File: config.mk
export PLATFORM = sky130hd
export DESIGN_NAME = ordered_list_engine_top_flat
export DESIGN_NICKNAME = d
export VERILOG_FILES = /design/src/rtl/core/ole_pkg.sv /design/src/rtl/core/ole_if.sv /design/src/rtl/core/ordered_list_engine_top.sv /design/src/flat_wrapper.sv
export SDC_FILE = /design/constraint.sdc
export NUM_CORES = 2
export LEC_CHECK = 0
export ABC_AREA = 1
export BUFFER_PORTS_ARGS = -buffer_cell sky130_fd_sc_hd__buf_2
export CAP_MARGIN = 10
export CORE_MARGIN = 2
export CORE_UTILIZATION = 45
export DETAILED_ROUTE_END_ITERATION = 8
export PLACE_DENSITY_LB_ADDON = 0.05
export SKIP_CTS_REPAIR_TIMING = 1
export SYNTH_ARGS = -nofsm -noshare
export SYNTH_HDL_FRONTEND = slang
export SYNTH_SLANG_ARGS = --single-unit
File: constraint.sdc
create_clock -name i_clk -period 3.8 [get_ports i_clk]
set_input_delay 0.76 -clock i_clk [delete_from_list [all_inputs] [get_ports i_clk]]
set_output_delay 0.76 -clock i_clk [all_outputs]
set_load 0.03 [all_outputs]
File: src/rtl/core/ole_pkg.sv
`timescale 1ns / 1ps
package ole_pkg;
    typedef enum logic [3:0] {
        REQ_APPEND     = 4'd0,
        REQ_PREPEND    = 4'd1,
        REQ_INS_BEFORE = 4'd2,
        REQ_INS_AFTER  = 4'd3,
        REQ_DEL_FIRST  = 4'd4,
        REQ_DEL_LAST   = 4'd5,
        REQ_DEL_AFTER  = 4'd6,
        REQ_CLEAR      = 4'd7,
        REQ_LIST       = 4'd8
    } t_req;

    typedef enum logic [2:0] {
        ST_DONE      = 3'd0,
        ST_EMPTY     = 3'd1,
        ST_NOT_FOUND = 3'd2,
        ST_NO_NEXT   = 3'd3,
        ST_FULL      = 3'd4,
        ST_ELEMENT   = 3'd5
    } t_status;

    localparam int MAX_RESULTS = 32;

    typedef struct packed {
        logic [3:0]  req_type;
        logic signed [31:0] target_value;
        logic signed [31:0] new_value;
    } t_req_item;

    typedef struct packed {
        logic [2:0]  status;
        logic signed [31:0] element_value;
        logic [5:0]  element_count;
        logic        last;
    } t_rsp_item;

    typedef enum logic [2:0] {
        S_IDLE,
        S_WALK,
        S_EXEC,
        S_OUT,
        S_LIST
    } t_state;
endpackage

File: src/rtl/core/ole_if.sv
`timescale 1ns / 1ps
interface ole_req_if;
    logic                  valid;
    logic                  ready;
    ole_pkg::t_req_item    payload;
    modport source (output valid, output payload, input ready);
    modport sink (input valid, input payload, output ready);
endinterface

interface ole_rsp_if;
    logic                  valid;
    logic                  ready;
    ole_pkg::t_rsp_item    payload;
    modport source (output valid, output payload, input ready);
    modport sink (input valid, input payload, output ready);
endinterface

File: src/rtl/core/ordered_list_engine_top.sv
`timescale 1ns / 1ps
// Singly linked list engine over a pool of CAPACITY nodes. One request at a time, and a new
// request is taken only once the previous response has been accepted. A request that searches
// for a target or needs the tail (append, delete last, insert and delete by target) walks the
// list one node per cycle through registered reads of the value and link memories. A walk
// visits at most node_count+1 nodes. Prepend, delete first, clear and unused codes visit one
// node. A list request then gives one result per element, one per cycle while the sink takes
// them, at most 32, the last flagged. Status reports empty, target missing, no successor or
// full; new nodes take the lowest free slot.
module ordered_list_engine_top #(
    parameter int CAPACITY = 32
) (
    input  logic i_clk,
    input  logic i_rst_n,
    ole_req_if.sink   i_req,
    ole_rsp_if.source o_rsp
);
    import ole_pkg::*;

    localparam int AW = (CAPACITY > 1) ? $clog2(CAPACITY) : 1;
    localparam int CW = $clog2(CAPACITY + 1);

    logic signed [31:0] r_val [CAPACITY];
    logic [AW-1:0]      r_link [CAPACITY];
    logic [CAPACITY-1:0] r_used, n_used;
    logic [AW-1:0] r_head, n_head;
    logic [CW-1:0] r_count, n_count;

    t_state r_state, n_state;
    t_req_item r_in, n_in;
    logic [AW-1:0] r_cur, n_cur;      // node being looked at
    logic [AW-1:0] r_prev, n_prev;    // node before r_cur
    logic [CW-1:0] r_pos, n_pos;      // position of r_cur (of r_prev after a delete-after match)
    logic          r_found, n_found;
    t_rsp_item r_rsp, n_rsp;
    logic      r_ovalid, n_ovalid;
    logic [5:0] r_emit, n_emit;

    // value and link of r_cur
    logic signed [31:0] r_cur_val;
    logic [AW-1:0]      r_cur_link;

    // one memory write port
    logic          w_en;
    logic [AW-1:0] w_addr;
    logic          w_val_en;
    logic signed [31:0] w_val;
    logic [AW-1:0] w_link;
    // second write of a link on append, insert and delete after: done as separate port on link array
    logic          w2_en;
    logic [AW-1:0] w2_addr, w2_link;

    logic [CW-1:0] free_idx;
    logic          full;
    logic [CW-1:0] lim;
    logic [AW-1:0] nxt;

    always_comb begin
        free_idx = CW'(CAPACITY);
        for (int i = CAPACITY - 1; i >= 0; i--) begin
            if (!r_used[i]) free_idx = CW'(i);
        end
    end
    assign full = (r_count >= CW'(CAPACITY)) || (free_idx >= CW'(CAPACITY));
    assign nxt  = r_cur_link;

    assign i_req.ready   = (r_state == S_IDLE) && !r_ovalid;
    assign o_rsp.valid   = r_ovalid;
    assign o_rsp.payload = r_rsp;

    always_ff @(posedge i_clk) begin
        if (w_en) begin
            if (w_val_en) r_val[w_addr] <= w_val;
            r_link[w_addr] <= w_link;
        end
        if (w2_en) r_link[w2_addr] <= w2_link;
        r_cur_val  <= r_val[n_cur];
        r_cur_link <= r_link[n_cur];
    end

    always_ff @(posedge i_clk) begin
        if (!i_rst_n) begin
            r_state  <= S_IDLE;
            r_used   <= '0;
            r_head   <= '0;
            r_count  <= '0;
            r_ovalid <= 1'b0;
        end else begin
            r_state  <= n_state;
            r_used   <= n_used;
            r_head   <= n_head;
            r_count  <= n_count;
            r_ovalid <= n_ovalid;
        end
        r_in    <= n_in;
        r_cur   <= n_cur;
        r_prev  <= n_prev;
        r_pos   <= n_pos;
        r_found <= n_found;
        r_rsp   <= n_rsp;
        r_emit  <= n_emit;
    end

    always_comb begin
        n_state = r_state; n_used = r_used; n_head = r_head; n_count = r_count;
        n_in = r_in; n_cur = r_cur; n_prev = r_prev; n_pos = r_pos; n_found = r_found;
        n_rsp = r_rsp; n_ovalid = r_ovalid; n_emit = r_emit;
        w_en = 1'b0; w_addr = '0; w_val_en = 1'b0; w_val = '0; w_link = '0;
        w2_en = 1'b0; w2_addr = '0; w2_link = '0;
        lim = (int'(r_count) > MAX_RESULTS) ? CW'(MAX_RESULTS) : r_count;
        if (r_ovalid && o_rsp.ready) n_ovalid = 1'b0;
        case (r_state)
            S_IDLE: begin
                if (i_req.valid && i_req.ready) begin
                    n_in = i_req.payload;
                    n_cur = r_head; n_prev = r_head; n_pos = '0; n_found = 1'b0;
                    n_state = S_WALK;
                end
            end
            S_WALK: begin
                // walk until target found, or to the tail (append, delete last) or past it (searches)
                case (r_in.req_type)
                    REQ_INS_BEFORE, REQ_INS_AFTER, REQ_DEL_AFTER: begin
                        if (r_pos >= r_count) begin
                            n_state = S_EXEC;
                        end else if (r_cur_val == r_in.target_value) begin
                            n_found = 1'b1; n_state = S_EXEC;
                            // delete after: step onto the victim so its link is read
                            if (r_in.req_type == REQ_DEL_AFTER) begin
                                n_prev = r_cur; n_cur = nxt;
                            end
                        end else begin
                            n_prev = r_cur; n_cur = nxt; n_pos = r_pos + 1'b1;
                        end
                    end
                    REQ_APPEND, REQ_DEL_LAST: begin
                        if (r_pos + 1'b1 >= r_count) n_state = S_EXEC;
                        else begin
                            n_prev = r_cur; n_cur = nxt; n_pos = r_pos + 1'b1;
                        end
                    end
                    default: n_state = S_EXEC;
                endcase
            end
            S_EXEC: begin
                n_rsp.status = ST_DONE;
                n_rsp.element_value = '0;
                n_rsp.last = 1'b1;
                n_state = S_OUT;
                case (r_in.req_type)
                    REQ_APPEND, REQ_PREPEND: begin
                        if (full) n_rsp.status = ST_FULL;
                        else begin
                            w_en = 1'b1; w_val_en = 1'b1; w_addr = AW'(free_idx);
                            w_val = r_in.new_value;
                            n_used[AW'(free_idx)] = 1'b1;
                            if (r_in.req_type == REQ_PREPEND) begin
                                w_link = r_head; n_head = AW'(free_idx);
                            end else if (r_count == '0) begin
                                n_head = AW'(free_idx);
                            end else begin
                                w2_en = 1'b1; w2_addr = r_cur; w2_link = AW'(free_idx);
                            end
                            n_count = r_count + 1'b1;
                        end
                    end
                    REQ_INS_BEFORE, REQ_INS_AFTER: begin
                        if (r_in.req_type == REQ_INS_BEFORE && r_count == '0)
                            n_rsp.status = ST_EMPTY;
                        else if (!r_found) n_rsp.status = ST_NOT_FOUND;
                        else if (full) n_rsp.status = ST_FULL;
                        else begin
                            w_en = 1'b1; w_val_en = 1'b1; w_addr = AW'(free_idx);
                            w_val = r_in.new_value;
                            n_used[AW'(free_idx)] = 1'b1;
                            n_count = r_count + 1'b1;
                            if (r_in.req_type == REQ_INS_AFTER) begin
                                w_link = nxt;
                                w2_en = 1'b1; w2_addr = r_cur; w2_link = AW'(free_idx);
                            end else if (r_pos == '0) begin
                                w_link = r_head; n_head = AW'(free_idx);
                            end else begin
                                w_link = r_cur;
                                w2_en = 1'b1; w2_addr = r_prev; w2_link = AW'(free_idx);
                            end
                        end
                    end
                    REQ_DEL_FIRST: begin
                        if (r_count == '0) n_rsp.status = ST_EMPTY;
                        else begin
                            n_used[r_head] = 1'b0;
                            n_count = r_count - 1'b1;
                            n_head = (r_count == CW'(1)) ? '0 : nxt;
                        end
                    end
                    REQ_DEL_LAST: begin
                        if (r_count == '0) n_rsp.status = ST_EMPTY;
                        else begin
                            n_used[r_cur] = 1'b0;
                            n_count = r_count - 1'b1;
                            if (r_count == CW'(1)) n_head = '0;
                        end
                    end
                    REQ_DEL_AFTER: begin
                        // r_prev is the target and r_cur the node after it
                        if (!r_found) n_rsp.status = ST_NOT_FOUND;
                        else if (r_pos + 1'b1 >= r_count) n_rsp.status = ST_NO_NEXT;
                        else begin
                            w2_en = 1'b1; w2_addr = r_prev; w2_link = nxt;
                            n_used[r_cur] = 1'b0;
                            n_count = r_count - 1'b1;
                        end
                    end
                    REQ_CLEAR: begin
                        n_used = '0; n_head = '0; n_count = '0;
                    end
                    REQ_LIST: begin
                        if (r_count == '0) n_rsp.status = ST_EMPTY;
                        else begin
                            n_state = S_LIST; n_cur = r_head; n_emit = '0;
                        end
                    end
                    default: ;
                endcase
                n_rsp.element_count = 6'(n_count);
            end
            S_OUT: begin
                if (!r_ovalid) begin
                    n_ovalid = 1'b1; n_state = S_IDLE;
                end
            end
            S_LIST: begin
                if (!r_ovalid || o_rsp.ready) begin
                    n_ovalid = 1'b1;
                    n_rsp.status = ST_ELEMENT;
                    n_rsp.element_value = r_cur_val;
                    n_rsp.element_count = 6'(r_count);
                    n_rsp.last = (7'(r_emit) + 7'd1 == 7'(lim));
                    n_cur = nxt;
                    n_emit = r_emit + 1'b1;
                    if (n_rsp.last) n_state = S_IDLE;
                end
            end
            default: n_state = S_IDLE;
        endcase
    end
endmodule
File: src/flat_wrapper.sv
// flat-port wrapper written by rule: the top's interface ports become plain ports
module ordered_list_engine_top_flat import ole_pkg::*;
#(
    parameter int CAPACITY = 32
)
  (i_clk, i_rst_n, i_req_valid, i_req_payload, i_req_ready, o_rsp_valid, o_rsp_payload, o_rsp_ready);
  ole_req_if i_req_i ();
  ole_rsp_if o_rsp_i ();
  input  logic i_clk;
  input  logic i_rst_n;
  input wire logic [$bits(i_req_i.valid)-1:0] i_req_valid;
  input wire logic [$bits(i_req_i.payload)-1:0] i_req_payload;
  output wire logic [$bits(i_req_i.ready)-1:0] i_req_ready;
  output wire logic [$bits(o_rsp_i.valid)-1:0] o_rsp_valid;
  output wire logic [$bits(o_rsp_i.payload)-1:0] o_rsp_payload;
  input wire logic [$bits(o_rsp_i.ready)-1:0] o_rsp_ready;
  assign i_req_i.valid = i_req_valid;
  assign i_req_i.payload = i_req_payload;
  assign i_req_ready = i_req_i.ready;
  assign o_rsp_valid = o_rsp_i.valid;
  assign o_rsp_payload = o_rsp_i.payload;
  assign o_rsp_i.ready = o_rsp_ready;
  ordered_list_engine_top #(.CAPACITY(CAPACITY)) u_core (.i_clk(i_clk), .i_rst_n(i_rst_n), .i_req(i_req_i), .o_rsp(o_rsp_i));
endmodule
After elaboration in Yosys (flattened, before gate mapping)

Memories as Yosys holds them, arrays and structs flattened. A register that Yosys moved wholly into a read port is not among the register bits.
Cells that the tools add are included.

Add/subtract/negate cells: 5
Order comparisons: 11
Equal/unequal tests: 43
Mux-type cells: 189
Bitwise logic cells: 5
Reduce and logical (&&, ||, !) cells: 33

Operator list:

| cell                                                 | count |
|---|---|
| two-way mux 32 bit                                   | 11 |
| two-way mux 5 bit                                    | 59 |
| two-way mux 6 bit                                    | 46 |
| one-hot mux 32 bit (6 select lines)                  | 1 |
| one-hot mux 42 bit (2 select lines)                  | 1 |
| bitwise AND 32 bit                                   | 2 |
| NOT 32 bit                                           | 2 |
| one-hot mux 32 bit (2 select lines)                  | 1 |
| one-hot mux 5 bit (2 select lines)                   | 5 |
| two-way mux 42 bit                                   | 1 |
| two-way mux 3 bit                                    | 13 |
| one-hot mux 6 bit (2 select lines)                   | 3 |
| equality test 32 bit                                 | 1 |
| two-way mux 1 bit                                    | 32 |
| bitwise OR 32 bit                                    | 1 |
| one-hot mux 5 bit (3 select lines)                   | 2 |
| one-hot mux 6 bit (5 select lines)                   | 1 |
| one-hot mux 5 bit (5 select lines)                   | 1 |
| != test 2 bit (second input constant)                | 12 |
| one-hot mux 5 bit (4 select lines)                   | 1 |
| adder 6 x 1 -> 6 bit (second input constant)         | 3 |
| < comparator 5 x 6 -> 1 bit (second input constant)  | 3 |
| AND reduction 6 bit                                  | 3 |
| equality test 4 x 3 -> 1 bit (second input constant) | 4 |
| 43 further kinds                                     | 77 |

Register bits: 180
Bits in writable memories: 1,184
Input bits: 72
Memories kept: 2

Memory list:

| memory        | depth | bits a word | rd ports | clocked after Yosys merged registers in | wr ports | line                          | source |
|---|---|---|---|---|---|---|---|
| u_core.r_val  | 32    | 32          | 1        | 1                                       | 1        | ordered_list_engine_top.sv:23 | `logic signed [31:0] r_val [CAPACITY];` |
| u_core.r_link | 32    | 5           | 1        | 1                                       | 2        | ordered_list_engine_top.sv:24 | `logic [AW-1:0] r_link [CAPACITY];` |

Depth between registers and ports, before layout

Word-level depth: 42
Gate-level depth with buffers: 36

Worst setup path before layout

OpenSTA, ideal clock, no wires.

Kind: flip-flop to flip-flop
Start: reg u_core.r_used[30]
End: mem u_core.r_val[3][0] (enable)
Library setup time: 0.421 ns
Arrival: 3.601 ns
Data required time: 3.379 ns
Slack: -0.222 ns
Stages on the path, launching flop included: 35
Path buffers: 0
Clock period less this slack: 4.022 ns
Path through: dfxtp_1 > nand2_1 > nand2_1 > nand2_1 > nand2_1 > nand2_1 > nand2_1 > nand2_1 > nand2_1 > nand2_1 > nand2_1 > nand2_1 > nand2_1 > nand2_1 > nand2_1 > nand2_1 > nand2_1 > nand2_1 > nand2_1 > nand2_1 > nand2_1 > nand2_1 > nand2_1 > nand2_1 > nand2_1 > nand2_1 > nand2_1 > nand2_1 > nand2_2 > nand2_2 > nand2_2 > nand2_2 > inv_1 > nand2_1 > nor2_1

Cells in the longest elaborated chain, start to end: 41

Ends and longest elaborated chain:

| item                                    | line                                                           | source |
|---|---|---|
| start, declared                         | ordered_list_engine_top.sv:25                                  | `logic [CAPACITY-1:0] r_used, n_used;` |
| start signal, assigned                  | ordered_list_engine_top.sv:90                                  | `r_used <= n_used;` |
| two-way mux 6 bit (*) (31 in a row)     | ordered_list_engine_top.sv:61                                  | `if (!r_used[i]) free_idx = CW'(i);` |
| greater-or-equal comparator 6 bit       | ordered_list_engine_top.sv:64                                  | `assign full = (r_count >= CW'(CAPACITY)) \|\| (free_idx >= CW'(CAPACITY));` |
| logical OR 1 bit                        | ordered_list_engine_top.sv:64                                  |  |
| two-way mux 1 bit                       | ordered_list_engine_top.sv:152, ordered_list_engine_top.sv:171 |  |
| two-way mux 1 bit                       | ordered_list_engine_top.sv:170                                 | `else if (!r_found) n_rsp.status = ST_NOT_FOUND;` |
| two-way mux 1 bit                       | ordered_list_engine_top.sv:168                                 | `if (r_in.req_type == REQ_INS_BEFORE && r_count == '0)` |
| one-hot mux 1 bit (2 select lines)      | ordered_list_engine_top.sv:150                                 | `case (r_in.req_type)` |
| two-way mux 1 bit                       | ordered_list_engine_top.sv:112                                 | `case (r_state)` |
| two-way mux 1 bit                       | ordered_list_engine_top.sv:73                                  | `if (w_val_en) r_val[w_addr] <= w_val;` |
| two-way mux 1 bit                       | ordered_list_engine_top.sv:72                                  | `if (w_en) begin` |
| two-way mux 1 bit (not written as such) | ordered_list_engine_top.sv:73                                  |  |
| end, declared                           | ordered_list_engine_top.sv:23                                  |  |

Mark *: on every way between the ends. The rest lies on a longest branch, timed or not.

Final worst setup path

Start: reg u_core.r_pos[0]
End: reg u_core.r_cur_link[3] (netlist: u_core.nxt[3]) (read register of u_core.r_link)

Cells in the longest elaborated chain, start to end: 5

Ends and longest elaborated chain:

| item                                   | line                           | source |
|---|---|---|
| start, declared                        | ordered_list_engine_top.sv:33  | `logic [CW-1:0] r_pos, n_pos;` |
| start signal, assigned                 | ordered_list_engine_top.sv:98  | `r_pos <= n_pos;` |
| adder 6 x 1 -> 6 bit                   | ordered_list_engine_top.sv:137 | `if (r_pos + 1'b1 >= r_count) n_state = S_EXEC;` |
| greater-or-equal comparator 6 bit      | ordered_list_engine_top.sv:137 |  |
| two-way mux 5 bit                      | ordered_list_engine_top.sv:137 |  |
| one-hot mux 5 bit (2 select lines) (*) | ordered_list_engine_top.sv:122 | `case (r_in.req_type)` |
| one-hot mux 5 bit (4 select lines) (*) | ordered_list_engine_top.sv:112 |  |
| end, declared                          | ordered_list_engine_top.sv:41  | `logic [AW-1:0] r_cur_link;` |

Marked as above.
A chain may end at the register's enable or synchronous reset.

==> run_summary.xml <==
<?xml version="1.0" encoding="UTF-8"?>
<metrics>
  <group name="status">
    <metric name="outcome" unit="">complete, but fails checks</metric>
    <metric name="violations" unit="">negative setup slack</metric>
  </group>
  <group name="routing">
    <metric name="wl" unit="um">201900</metric>
    <metric name="detail_route.vias_per_cell" unit="">5.353</metric>
    <metric name="drt-wirelength-per-cell" unit="um">23.39</metric>
    <metric name="detailedRoute.firstPassIterationCount" unit="">7</metric>
    <metric name="dr_drc_count" unit="">0</metric>
    <metric name="antenna_violating_nets_post_route" unit="">0</metric>
    <metric name="detailroute.via_count" unit="">46210</metric>
    <metric name="detailedRoute.firstIterationViolations" unit="">3924</metric>
  </group>
  <group name="die">
    <metric name="die_y" unit="um">378.1</metric>
    <metric name="initial_utilization" unit="%">45.25</metric>
    <metric name="pin_count" unit="">116</metric>
    <metric name="core-area" unit="um^2">139200</metric>
    <metric name="die_w" unit="um">378.1</metric>
    <metric name="dieArea" unit="um^2">143000</metric>
    <metric name="std_cell_rows" unit="">137</metric>
  </group>
  <group name="yosys">
    <metric name="synth.yosys.seq_area_share" unit="%">65.38</metric>
    <metric name="yosysTopAreaCell" unit="">sky130_fd_sc_hd__edfxtp_1</metric>
    <metric name="yosys_warnings" unit="">0</metric>
    <metric name="synthDominantCellAreaShare" unit="%">62.55</metric>
    <metric name="netlist_top_cells_area" unit="">sky130_fd_sc_hd__edfxtp_1, sky130_fd_sc_hd__nand2_1, sky130_fd_sc_hd__inv_1</metric>
    <metric name="synth-seq-cells" unit="">1401</metric>
    <metric name="syn_inst" unit="">6064</metric>
    <metric name="syn-mean-instance-area" unit="um^2">10.39</metric>
    <metric name="synth.lib_cells_used.distinct" unit="">58</metric>
    <metric name="net_count_synth" unit="">6154</metric>
    <metric name="netlist_area" unit="um^2">62990</metric>
  </group>
  <group name="cts">
    <metric name="reg_clk_slew_reported_paths" unit="ps">60</metric>
    <metric name="clock-root-buffer" unit="">sky130_fd_sc_hd__clkbuf_16</metric>
    <metric name="clk_latency" unit="ps">790</metric>
    <metric name="max-clock-path-buffers" unit="">3</metric>
    <metric name="number_of_clock_buffers_inserted_by_tritoncts" unit="">157</metric>
    <metric name="tritoncts" unit="">done</metric>
    <metric name="clkSinkCount" unit="">1401</metric>
    <metric name="htree_levels" unit="">4</metric>
  </group>
  <group name="sta">
    <metric name="fmax" unit="MHz">253.4</metric>
    <metric name="tightestPinTransition" unit="ps">1163</metric>
    <metric name="clock_skew" unit="ps">31.24</metric>
    <metric name="rel_slew_slack" unit="%">22.21</metric>
    <metric name="final.min_clock_period" unit="ps">3946</metric>
    <metric name="fin_ws" unit="ps">-145.6</metric>
    <metric name="maxSlewViolCount" unit="">0</metric>
    <metric name="setup-tns-final" unit="ps">-2377</metric>
    <metric name="post-route-period-util" unit="%">103.8</metric>
    <metric name="finalSetupViolations" unit="">36</metric>
    <metric name="hold_violations" unit="">0</metric>
    <metric name="grt_setup_unrepaired" unit="">true</metric>
    <metric name="timing.hold.ws" unit="ps">143.9</metric>
  </group>
  <group name="finish">
    <metric name="drive_above_1_share" unit="%">19.42</metric>
    <metric name="final_core_util" unit="%">55.89</metric>
    <metric name="synthToLayoutAreaGrowth" unit="%">23.50</metric>
    <metric name="num-nets-final" unit="">6713</metric>
    <metric name="fillers" unit="">12210</metric>
  </group>
  <group name="global_routing">
    <metric name="grt_antenna_before_repair" unit="">2</metric>
    <metric name="number_of_global_route_vias_before_repair" unit="">43930</metric>
    <metric name="grt_start_max_net_pins" unit="">64</metric>
    <metric name="groute.usage.overall" unit="%">27.80</metric>
    <metric name="grt_first_pass_wirelength" unit="um">290200</metric>
    <metric name="grt_overflow" unit="">0</metric>
  </group>
  <group name="worst_setup_path">
    <metric name="start_kind" unit="">flip-flop</metric>
    <metric name="worstSetupEndpointType" unit="">flip-flop</metric>
    <metric name="worstSetupStartpoint" unit="">u_core.r_pos[0]</metric>
    <metric name="criticalPathCategory" unit="">flip-flop to flip-flop</metric>
    <metric name="critical_path.reg2reg.startpoint" unit="">u_core.r_pos[0]</metric>
    <metric name="crit_path_arrival_time" unit="ps">4630</metric>
    <metric name="crit_fanout" unit="">22</metric>
    <metric name="critPathRequiredTime" unit="ps">4490</metric>
    <metric name="reg2reg_setup_slack" unit="ps">-150</metric>
  </group>
  <group name="worst_hold_path">
    <metric name="hold_path.class" unit="">input port to flip-flop</metric>
    <metric name="holdCritStartpoint" unit="">i_req_payload[53]</metric>
  </group>
  <group name="pwr">
    <metric name="p_per_cell_area" unit="nW/um^2">620.8</metric>
    <metric name="leakage" unit="nW">31.92</metric>
    <metric name="peakVddDrop" unit="mV">0.5450</metric>
  </group>
  <group name="run">
    <metric name="timing.max_cap.violations" unit="">0</metric>
  </group>
  <group name="placement">
    <metric name="place.detailed.hpwl" unit="um">127500</metric>
    <metric name="placement.io_buffers" unit="">115</metric>
    <metric name="place.gp.congestion" unit="">0.8979</metric>
  </group>
</metrics>
-- placed cells by master (no fill, tap or decap), types with 68 or more instances in the layout --
cell	n
sky130_fd_sc_hd__inv_1	878
sky130_fd_sc_hd__o21ai_0	192
sky130_fd_sc_hd__nand2_2	70
sky130_fd_sc_hd__nand3_1	644
sky130_fd_sc_hd__buf_12	180
sky130_fd_sc_hd__nor2_1	191
sky130_fd_sc_hd__o211ai_1	426
sky130_fd_sc_hd__buf_2	117
sky130_fd_sc_hd__a21oi_1	68
sky130_fd_sc_hd__clkbuf_16	173
sky130_fd_sc_hd__dfxtp_1	85
sky130_fd_sc_hd__edfxtp_1	1312
sky130_fd_sc_hd__buf_4	374
sky130_fd_sc_hd__nand2_1	1339
-- layout make-up --
class                   instances  area, um^2  share of cell area [%]
flip-flops and latches       1401       41190                   52.95
well taps                    1876        2347                   3.017
repair buffers                732        7881                   10.13
diodes                          1       2.502                0.003217
inverters                     933        3546                   4.558
multi-input cells            3398       17740                   22.80
clock inverters                83       739.5                  0.9506
clock buffers                 208        4348                   5.589
-- power breakdown --
| part | total, mW | internal [mW] | leakage, nW | switching [mW] |
|---|---|---|---|---|
| clock network | 15.0 | 8.64 | 2.48 | 6.37 |
| logic | 15.3 | 5.86 | 15.5 | 9.39 |
| registers | 18.0 | 17.5 | 14.0 | 0.568 |
-- registers in the layout, summed over array words and instances (netlist names), 32 cells and up --
name,count
u_core.r_cur_val,32
u_core.o_rsp.payload,42
u_core.r_link,160
u_core.r_used,32
u_core.r_val,1024
u_core.r_in,68
-- layer usage --
| layer | up-vias | part of all wire, % | track usage, % |
|---|---|---|---|
| li1 | 21870 | - | - |
| met1 | 22580 | 42 | 36.97 |
| met2 | 1428 | 49 | 46.55 |
| met3 | 330 | 5.2 | 3.284 |
| met4 | 0 | 3.9 | 10.88 |
| met5 | - | 0 | 0 |
-- kinds of logic after synthesis --
group | share of synthesized area (%)
simple gates | 16.78
flops | 65.38
buf+inv | 8.156
compound gates | 8.839
xor+xnor | 0.4867
fa+ha+maj | 0.3576
-- path summary, 6_finish.rpt --
path	to	depth (start not counted)
hold / removal	u_core.r_in[53]	1
hold reg to reg	u_core.r_used[3]	2
setup / recovery	u_core.nxt[3]	26
setup reg to reg	u_core.nxt[3]	26
-- worst max-delay path, cell delays in order (launching register included) --
cell and delay, ps:
sky130_fd_sc_hd__edfxtp_1 410, sky130_fd_sc_hd__buf_6 120, sky130_fd_sc_hd__inv_1 40, sky130_fd_sc_hd__buf_4 120, sky130_fd_sc_hd__ha_1 300, sky130_fd_sc_hd__inv_1 60, sky130_fd_sc_hd__a21oi_1 50, sky130_fd_sc_hd__o21a_1 160
sky130_fd_sc_hd__o21a_1 160, sky130_fd_sc_hd__o21a_1 170, sky130_fd_sc_hd__o21ai_2 120, sky130_fd_sc_hd__nand2_2 110, sky130_fd_sc_hd__a21oi_2 160, sky130_fd_sc_hd__o21ai_4 90, sky130_fd_sc_hd__nor2_2 150, sky130_fd_sc_hd__nand2_1 80
sky130_fd_sc_hd__o211ai_2 100, sky130_fd_sc_hd__nand2_4 140, sky130_fd_sc_hd__buf_4 180, sky130_fd_sc_hd__clkbuf_16 160, sky130_fd_sc_hd__buf_4 210, sky130_fd_sc_hd__o211ai_1 220, sky130_fd_sc_hd__nand3_1 150, sky130_fd_sc_hd__nand3_1 170
sky130_fd_sc_hd__nand2_1 80, sky130_fd_sc_hd__nand2_1 60, sky130_fd_sc_hd__nand2_1 40
-- cell usage after synthesis, drive strengths merged --
master / number
nand3: 667
xor2: 16
nor4: 7
o21bai: 1
a31oi: 21
or2: 46
nand3b: 1
nor2: 279
edfxtp: 1312
nand4: 24
a221oi: 15
ha: 18
a311oi: 2
a2111oi: 2
o21a: 6
and3: 2
a22oi: 2
clkbuf: 141
nand2: 1421
o31ai: 2
o211ai: 427
o311ai: 1
xnor2: 19
inv: 928
o41ai: 1
a41oi: 1
o221ai: 3
a21oi: 78
a32oi: 1
a211oi: 4
clkinv: 5
nor3: 44
buf: 191
or4: 1
o2111ai: 7
and2: 1
o22ai: 12
dfxtp: 89
o21ai: 266
-- stage by stage --
| step | instances | cell area, um^2 | total power [mW] | setup slack, ps |
|---|---|---|---|---|
| CTS | 8596 | 76420 | 47.84 | -342.1 |
| global route | 8631 | 77790 | 50.53 | -390.1 |
| finish | 8632 | 77790 | 48.29 | -145.6 |
| detailed placement | 8305 | 71340 | 32.86 | -309.5 |
| global placement | 8305 | 71340 | 32.80 | -306.4 |
| floorplan | 6064 | 63020 | 26.49 | -98.57 |
Note: power is estimated with default switching activity, not from simulation.
